### src/rtl/tts_pkg.sv
// shared types and constants for the tridiagonal solver
package tts_pkg;

  localparam int unsigned QW = 32;

  typedef enum logic [1:0] {
    ST_OK       = 2'd0,
    ST_SINGULAR = 2'd1,
    ST_OVERFLOW = 2'd2
  } status_e;

  typedef struct packed {
    logic signed [31:0] sub_diag;
    logic signed [31:0] main_diag;
    logic signed [31:0] super_diag;
    logic signed [31:0] rhs_value;
    logic               last_row;
  } row_t;

  typedef struct packed {
    logic signed [31:0] x_value;
    logic [5:0]         x_index;
    logic               last_result;
    logic [1:0]         status;
  } sol_t;

  typedef enum logic [3:0] {
    S_IDLE,
    S_MUL1,
    S_MUL1W,
    S_SUB,
    S_DIV1,
    S_DIV1W,
    S_DIV2,
    S_DIV2W,
    S_WRITE,
    S_ERR,
    S_BRD,
    S_BMUL,
    S_BMULW,
    S_BOUT
  } state_e;

  // commands from controller to datapath
  typedef struct packed {
    logic load_row;
    logic mul_a_c;
    logic mul_a_d;
    logic form_pivot;
    logic div_c;
    logic div_d;
    logic div_start;
    logic write_row;
    logic rd_back;
    logic mul_back;
    logic form_x;
    logic out_load;
    logic out_err;
  } cmd_t;

  // status from datapath to controller
  typedef struct packed {
    logic div_busy;
    logic singular;
  } dstat_t;

  // saturate a 64 bit value to 32 bit signed
  function automatic logic signed [31:0] sat32(input logic signed [63:0] v);
    logic signed [63:0] hi;
    logic signed [63:0] lo;
    hi = 64'sh0000_0000_7FFF_FFFF;
    lo = -64'sh0000_0000_8000_0000;
    if (v > hi) sat32 = 32'sh7FFF_FFFF;
    else if (v < lo) sat32 = 32'sh8000_0000;
    else sat32 = v[31:0];
  endfunction

endpackage

### src/rtl/tts_ctrl.sv
// sequencer for row elimination, back substitution and result handoff
module tts_ctrl #(
  parameter int unsigned MAX_ROWS = 64
) (
  input  logic              clk_i,
  input  logic              rst_ni,
  input  logic              in_valid_i,
  input  logic              in_last_i,
  output logic              in_stall_o,
  output logic              out_valid_o,
  input  logic              out_stall_i,
  output logic [6:0]        row_idx_o,
  output logic [6:0]        back_idx_o,
  output logic              back_last_o,
  output tts_pkg::status_e  err_o,
  output tts_pkg::cmd_t     cmd_o,
  input  tts_pkg::dstat_t   stat_i
);
  import tts_pkg::*;

  state_e     state_q, state_d;
  logic [6:0] cnt_q, cnt_d;
  logic       sing_q, sing_d, ovf_q, ovf_d, last_q, last_d;
  logic [6:0] bidx_q, bidx_d;
  logic       first_q, first_d;
  logic       ov_q, ov_d;
  logic       accept, out_free;

  assign out_free = !ov_q || !out_stall_i;
  assign accept   = (state_q == S_IDLE) && in_valid_i;

  // next state
  always_comb begin
    state_d = state_q;
    cnt_d = cnt_q; sing_d = sing_q; ovf_d = ovf_q; last_d = last_q;
    bidx_d = bidx_q; first_d = first_q;
    ov_d = ov_q && out_stall_i;
    case (state_q)
      S_IDLE: if (in_valid_i) begin
        last_d = in_last_i;
        if (cnt_q >= 7'(MAX_ROWS)) begin
          ovf_d = 1'b1;
          state_d = in_last_i ? S_ERR : S_IDLE;
        end else if (sing_q) begin
          cnt_d = cnt_q + 7'd1;
          state_d = in_last_i ? S_ERR : S_IDLE;
        end else state_d = S_MUL1;
      end
      S_MUL1:  state_d = S_MUL1W;
      S_MUL1W: state_d = S_SUB;
      S_SUB:   state_d = S_DIV1;
      S_DIV1:  if (stat_i.singular) begin
        sing_d = 1'b1; cnt_d = cnt_q + 7'd1;
        state_d = last_q ? S_ERR : S_IDLE;
      end else state_d = S_DIV1W;
      S_DIV1W: if (!stat_i.div_busy) state_d = S_DIV2;
      S_DIV2:  state_d = S_DIV2W;
      S_DIV2W: if (!stat_i.div_busy) state_d = S_WRITE;
      S_WRITE: begin
        cnt_d = cnt_q + 7'd1;
        if (last_q) begin
          bidx_d = cnt_q; first_d = 1'b1;
          state_d = ovf_q ? S_ERR : S_BRD;
        end else state_d = S_IDLE;
      end
      S_ERR: if (out_free) begin
        ov_d = 1'b1; cnt_d = '0; sing_d = 1'b0; ovf_d = 1'b0;
        state_d = S_IDLE;
      end
      S_BRD:   state_d = first_q ? S_BOUT : S_BMUL;
      S_BMUL:  state_d = S_BMULW;
      S_BMULW: state_d = S_BOUT;
      S_BOUT:  if (out_free) begin
        ov_d = 1'b1; first_d = 1'b0;
        if (bidx_q == 7'd0) begin
          cnt_d = '0; sing_d = 1'b0; ovf_d = 1'b0;
          state_d = S_IDLE;
        end else begin
          bidx_d = bidx_q - 7'd1;
          state_d = S_BRD;
        end
      end
      default: state_d = S_IDLE;
    endcase
  end

  // commands
  always_comb begin
    cmd_o = '0;
    case (state_q)
      S_IDLE:  cmd_o.load_row = accept;
      S_MUL1:  begin cmd_o.mul_a_c = 1'b1; end
      S_MUL1W: begin cmd_o.mul_a_c = 1'b1; cmd_o.form_pivot = 1'b1; end
      S_SUB:   begin cmd_o.mul_a_d = 1'b1; end
      S_DIV1:  begin
        cmd_o.form_pivot = 1'b1;
        cmd_o.div_start = !stat_i.singular;
      end
      S_DIV2:  begin cmd_o.div_c = 1'b1; cmd_o.div_d = 1'b1; cmd_o.div_start = 1'b1; end
      S_WRITE: cmd_o.write_row = 1'b1;
      S_ERR:   cmd_o.out_err = out_free;
      S_BRD:   cmd_o.rd_back = 1'b1;
      S_BMUL:  begin cmd_o.rd_back = 1'b1; cmd_o.mul_back = 1'b1; end
      S_BMULW: cmd_o.rd_back = 1'b1;
      S_BOUT:  begin
        cmd_o.rd_back = 1'b1;
        cmd_o.form_x = out_free;
        cmd_o.out_load = out_free;
      end
      default: cmd_o = '0;
    endcase
  end

  always_ff @(posedge clk_i or negedge rst_ni) begin
    if (!rst_ni) begin
      state_q <= S_IDLE;
      cnt_q <= '0; sing_q <= 1'b0; ovf_q <= 1'b0; last_q <= 1'b0;
      bidx_q <= '0; first_q <= 1'b0; ov_q <= 1'b0;
    end else begin
      state_q <= state_d;
      cnt_q <= cnt_d; sing_q <= sing_d; ovf_q <= ovf_d; last_q <= last_d;
      bidx_q <= bidx_d; first_q <= first_d; ov_q <= ov_d;
    end
  end

  assign in_stall_o  = (state_q != S_IDLE);
  assign out_valid_o = ov_q;
  assign row_idx_o   = cnt_q;
  assign back_idx_o  = bidx_q;
  assign back_last_o = first_q;
  assign err_o       = sing_q ? ST_SINGULAR : ST_OVERFLOW;

  // row count never passes the store depth
  a_cnt_range: assert property (@(posedge clk_i) disable iff (!rst_ni)
    cnt_q <= 7'(MAX_ROWS)) else $error("row count out of range");
  // a waiting result holds while stalled
  a_out_hold: assert property (@(posedge clk_i) disable iff (!rst_ni)
    ov_q && out_stall_i |=> ov_q) else $error("result dropped");
  // divider is idle whenever a row may be taken
  a_div_idle: assert property (@(posedge clk_i) disable iff (!rst_ni)
    state_q == S_IDLE |-> !stat_i.div_busy) else $error("divider busy in idle");
endmodule

### config.mk
export PLATFORM = sky130hd
export DESIGN_NAME = tts_ctrl
export DESIGN_NICKNAME = d
export VERILOG_FILES = /design/src/rtl/tts_pkg.sv /design/src/rtl/tts_ctrl.sv
export SDC_FILE = /design/constraint.sdc
export NUM_CORES = 1
export LEC_CHECK = 0
export ABC_CLOCK_PERIOD_IN_PS = 2150
export BUFFER_PORTS_ARGS = -buffer_cell sky130_fd_sc_hd__buf_2
export CORE_ASPECT_RATIO = 0.75
export CORE_MARGIN = 8
export CORE_UTILIZATION = 50
export CTS_BUF_LIST = sky130_fd_sc_hd__clkbuf_4 sky130_fd_sc_hd__clkbuf_8
export CTS_CLUSTER_SIZE = 16
export DETAILED_ROUTE_END_ITERATION = 8
export GPL_TIMING_DRIVEN = 1
export HOLD_SLACK_MARGIN = 0.02
export PLACE_DENSITY = 0.75
export SETUP_SLACK_MARGIN = 0.5
export SYNTH_ARGS = -nofsm -noshare
export SYNTH_HDL_FRONTEND = slang
export SYNTH_SLANG_ARGS = --single-unit
### constraint.sdc
create_clock -name clk_i -period 2.15 [get_ports clk_i]
set_input_delay 0.1075 -clock clk_i [delete_from_list [all_inputs] [get_ports clk_i]]
set_output_delay 0.1075 -clock clk_i [all_outputs]
set_load 0.02 [all_outputs]
# Word-level counts from Yosys, hierarchy flattened

Cells that the tools add are included.

Bits in registers: 23
Word-level logic and storage cells: 111
Input bits: 7
Output and inout bits: 32

$lt $le $gt $ge: 1
Multiplexer cells: 51
$add $sub $neg: 2
Reductions and logical operators: 24
Eq/ne operators: 25

Operators by type and width:

| kind                                             | count |
|---|---|
| two-way mux 7 bit                                | 10 |
| case mux 4 bit (14 select lines)                 | 1 |
| two-way mux 4 bit                                | 12 |
| case mux 7 bit (5 select lines)                  | 1 |
| == test 4 bit, second input constant             | 6 |
| != test 2 bit, second input constant             | 11 |
| two-way mux 1 bit                                | 17 |
| == test 4 x 3 -> 1 bit, second input constant    | 4 |
| case mux 7 bit (2 select lines)                  | 1 |
| AND reduction 5 bit                              | 2 |
| == test 4 x 2 -> 1 bit, second input constant    | 2 |
| two-way mux 2 bit                                | 4 |
| AND reduction 8 bit                              | 1 |
| adder 7 x 1 -> 7 bit, second input constant      | 1 |
| >= comparator 7 bit, second input constant       | 1 |
| logical NOT 7 bit                                | 1 |
| subtractor 7 x 1 -> 7 bit, second input constant | 1 |
| case mux 1 bit (3 select lines)                  | 2 |
| AND reduction 6 bit                              | 1 |
| nonzero test 3 bit                               | 2 |
| OR reduction 2 bit                               | 3 |
| nonzero test 5 bit                               | 1 |
| == test 4 x 1 -> 1 bit, second input constant    | 1 |
| logical NOT 4 bit                                | 1 |
| 12 further kinds                                 | 16 |

# Longest topological paths before layout

Word-level depth: 5
Gate-level depth with buffers: 8

# Worst setup path after synthesis

Ideal clock, no wire load.

Path kind: reg2reg
Start point: reg bidx_q[0], in the netlist back_idx_o[0]
End point: reg cnt_q[6], in the netlist row_idx_o[6]
Period minus slack after synthesis: 1.903 ns
Cell stages (with the launch flop): 8
Library setup time: 0.135 ns
Path buffers: 0
Path slack: 0.247 ns
Arrival: 1.768 ns
Required time: 2.015 ns
Cells stage by stage: dfrtp_1 -> inv_1 -> ha_1 -> nor2b_1 -> a31oi_1 -> a311o_2 -> o31ai_1 -> o31ai_1

Cells in the longest elaborated chain, start to end: 3

RTL lines:

| element                       | RTL line        | source |
|---|---|---|
| from (decl)                   | tts_ctrl.sv:24  | `logic [6:0] bidx_q, bidx_d;` |
| from (signal assigned)        | tts_ctrl.sv:122 | `bidx_q <= bidx_d; first_q <= first_d; ov_q <= ov_d;` |
| logical NOT 7 bit             | tts_ctrl.sv:75  | `if (bidx_q == 7'd0) begin` |
| != test 2 bit (no line)       | -               |  |
| AND reduction 8 bit (no line) | -               |  |
| to (signal assigned)          | tts_ctrl.sv:121 | `cnt_q <= cnt_d; sing_q <= sing_d; ovf_q <= ovf_d; last_q <= last_d;` |
| to (decl)                     | tts_ctrl.sv:22  | `logic [6:0] cnt_q, cnt_d;` |

No other way between the ends.
A chain may end at the register's enable or synchronous reset.

# Worst setup path after layout

Start point: reg bidx_q[1], in the netlist back_idx_o[1]
End point: reg cnt_q[2], in the netlist row_idx_o[2]

Same word-level chain as after synthesis.

==> flow_summary.ini <==
[sta]
fin_crit_ns = 1.962
fin_ws_ns = 0.1884
clock_skew_ns = 0.01452
rsz0062_at_grt = true
worst_slew_pin_slew_ns = 0.5202
final.period_utilization_pct = 91.24
slew_viol_final = 0
whs_ns = 0.1010
final.setup.tns_ns = 0
hold_viol = 0
relSlewSlack_pct = 65.32
setup_viol = 0
max_clock_freq_mhz = 509.8

[floorplan]
ios = 39
start_util_pct = 52.15
die_area_sq_um = 5548
num_rows = 18
die_width_um = 83.39
die_y_um = 66.54
core_area_sq_um = 3266

[cts]
tritoncts.num_buffers = 3
root_buffer = clkbuf_8
h-tree-depth = 1
cts_sinks = 23
cts.clk_slew.worst_paths_ns = 0.10
cts_tree = done
clk_path_buf_depth = 2
clk_latency_ns = 0.27

[logic_synthesis]
synthFlopType = dfrtp_1
yosysSeqAreaShare_pct = 33.80
syn-cell-area_sq_um = 1703
syn_area_per_cell_sq_um = 8.226
ys_seq_elements = 23
synth-edff-count = 0
ys_types = 48
ys.warnings.count = 0
synthCells = 207
async_reset_ff_share_pct = 100.0
syn_nets = 218

[setup_path]
critPathSlowestCell = a311o_2
endpoint_kind = register
ff2ff_setup_slack_ns = 0.19
worst-setup-path-type = reg2reg
cp-startpoint = back_idx_o[1]
rr_worst_depth = 7
max_stage_delay_ns = 0.48
startpoint_type = register
crit_end = row_idx_o[2]
critical_path_arrival_ns = 2.10
regToRegStartpoint = back_idx_o[1]
required_ns = 2.29
path_max_fanout = 7
timing.rr.end = row_idx_o[2]
crit_chain = inv_2 -> ha_1 -> nor2b_4 -> a31oi_4 -> a311o_2 -> o31ai_2 -> o21ai_1

[route]
avgViaCountPerCell = 6.462
drt_iter0_drc = 335
vias = 2016
routed_wl_mm = 6.136
drt-pass1-iter-count = 5
postRouteAntennaNets = 0
wire_per_inst_um = 19.67
drc_errors = 0

[place]
post-place-cells = 281
dpl.hpwl_mm = 3.427
pre_cts_slack_ns = 0.2208
routabilityCongestion = 0.9461
port_buffers = 38

[finish]
finalNonFillerCells = 312
layout_common_cells = 33 x buf_2, 29 x buf_4, 20 x nor2_1, 15 x nand2_1, 14 x dfrtp_1
syn_to_final_growth_pct = 46.00
fin_nets = 284
fill_cells = 200
num_antenna_cells = 0
drive_gt1_share_pct = 48.16
final_common_cell = buf_2

[global_route]
gr-usage-all-layers_pct = 16.85
grt_max_degree = 24
antenna_found_initial = 0
grt_pass1_vias = 1554
grt_pass1_wl_mm = 7.921
grt.overflow.total = 0

[worst_hold_path]
hold_path_class = in2reg

[power_and_ir_drop]
ir_worst_vdd_mv = 0.8403
pwr_density_cell_nw_per_um2 = 1473
p_leak_nw = 1.117

[status]
status = complete, no violations

[run]
cap_violations = 0
## registers in the layout, indices dropped and copies added (netlist names)
name and count:
back_idx_o 7, row_idx_o 7, state_q 4, back_last_o 1, last_q 1, out_valid_o 1, ovf_q 1, sing_q 1
## power breakdown
group / internal, mW / total [mW] / switching, mW
sequential: 0.600 / 0.874 / 0.274
clock: 0.130 / 0.279 / 0.149
combinational: 1.08 / 2.51 / 1.43
total: 1.81 / 3.66 / 1.86
## cell families (layout without fill, tap and decap cells)
group,Yosys count,in the layout,synth area share (%)
adder cells (fa/ha/maj),4,4,2.939
flip-flops,23,23,33.80
AO/OA/AOI/OAI,71,71,28.88
AND/OR/NAND/NOR,81,81,25.50
buffers and inverters,25,90,7.127
multiplexers,2,2,1.249
XOR/XNOR,1,1,0.5144
## Yosys cell counts (all sizes together), types with 3 or more instances
| cell | instances | share of area (%) |
|---|---|---|
| dfrtp | 23 | 34 |
| nand2 | 17 | 3.7 |
| nand2b | 6 | 2.2 |
| a22oi | 5 | 2.2 |
| o31ai | 9 | 4.0 |
| nand3 | 8 | 3.1 |
| nor2 | 24 | 5.3 |
| and2 | 3 | 1.1 |
| o22ai | 6 | 2.2 |
| buf | 15 | 4.9 |
| o211ai | 3 | 1.3 |
| and3 | 3 | 1.1 |
| ha | 4 | 2.9 |
| inv | 9 | 2.0 |
| nor2b | 3 | 1.1 |
| o21ai | 15 | 4.4 |
| nor3 | 9 | 2.6 |
| a21oi | 12 | 3.5 |
## worst max-delay path: cells and delay by family, from the launching register on
family	cells	cell delay, ns
AOI/OAI and AO/OA	4	0.97
adders and majority gates	1	0.16
buffers and inverters	1	0.07
DFF	1	0.44
and+or+nand+nor	1	0.18
## how the worst min path moves through the flow
stage	start	to	slack (ns)	cells past startpoint
finish	in_last_i	last_q	0.10	2
global route	in_last_i	last_q	0.10	2
CTS	in_last_i	last_q	0.10	2
detailed placement	rst_ni	back_idx_o[5]	0.11	1
global placement	rst_ni	back_idx_o[5]	0.11	1
floorplan	rst_ni	back_idx_o[0]	-0.19	0
## timing repair
item                                    CTS  global route
buffers inserted                         12            13
endpoints found under the hold margin    23             0
endpoints found under the setup margin   32            30
cloned                                    0             1
resized for setup                        31            36
hold buffers                              1             0
pin swaps                                 5             9
## metrics by stage
step                      cell area [sq um]  power, mW  util (%)
after floorplan                        1730      2.124         -
after global placement                 1973      2.602     60.42
after detailed placement               1973      2.608     60.42
after CTS                              2208      3.143     67.62
after global routing                   2486      3.852     76.13
final                                  2486      3.662     76.13
## area by class of cell
class                   count  area (sq um)  area share [%]
clock buffers               3         41.29           1.661
inverters                   9         36.28           1.459
well taps                  40         50.05           2.013
flip-flops and latches     23         589.3           23.70
clock inverters             1         5.005          0.2013
repair buffers             77         568.0           22.85
multi-input cells         159          1196           48.11
## metal layers
| metal | global-route usage [%] | vias up | part of all wire [%] |
|---|---|---|---|
| li1 | - | 889 | - |
| met1 | 23.62 | 962 | 41 |
| met2 | 26.04 | 143 | 47 |
| met3 | 4.385 | 22 | 10 |
| met4 | 1.965 | 0 | 2.6 |
| met5 | 0 | - | 0 |
No activity file was read; power rests on OpenSTA's default activity.
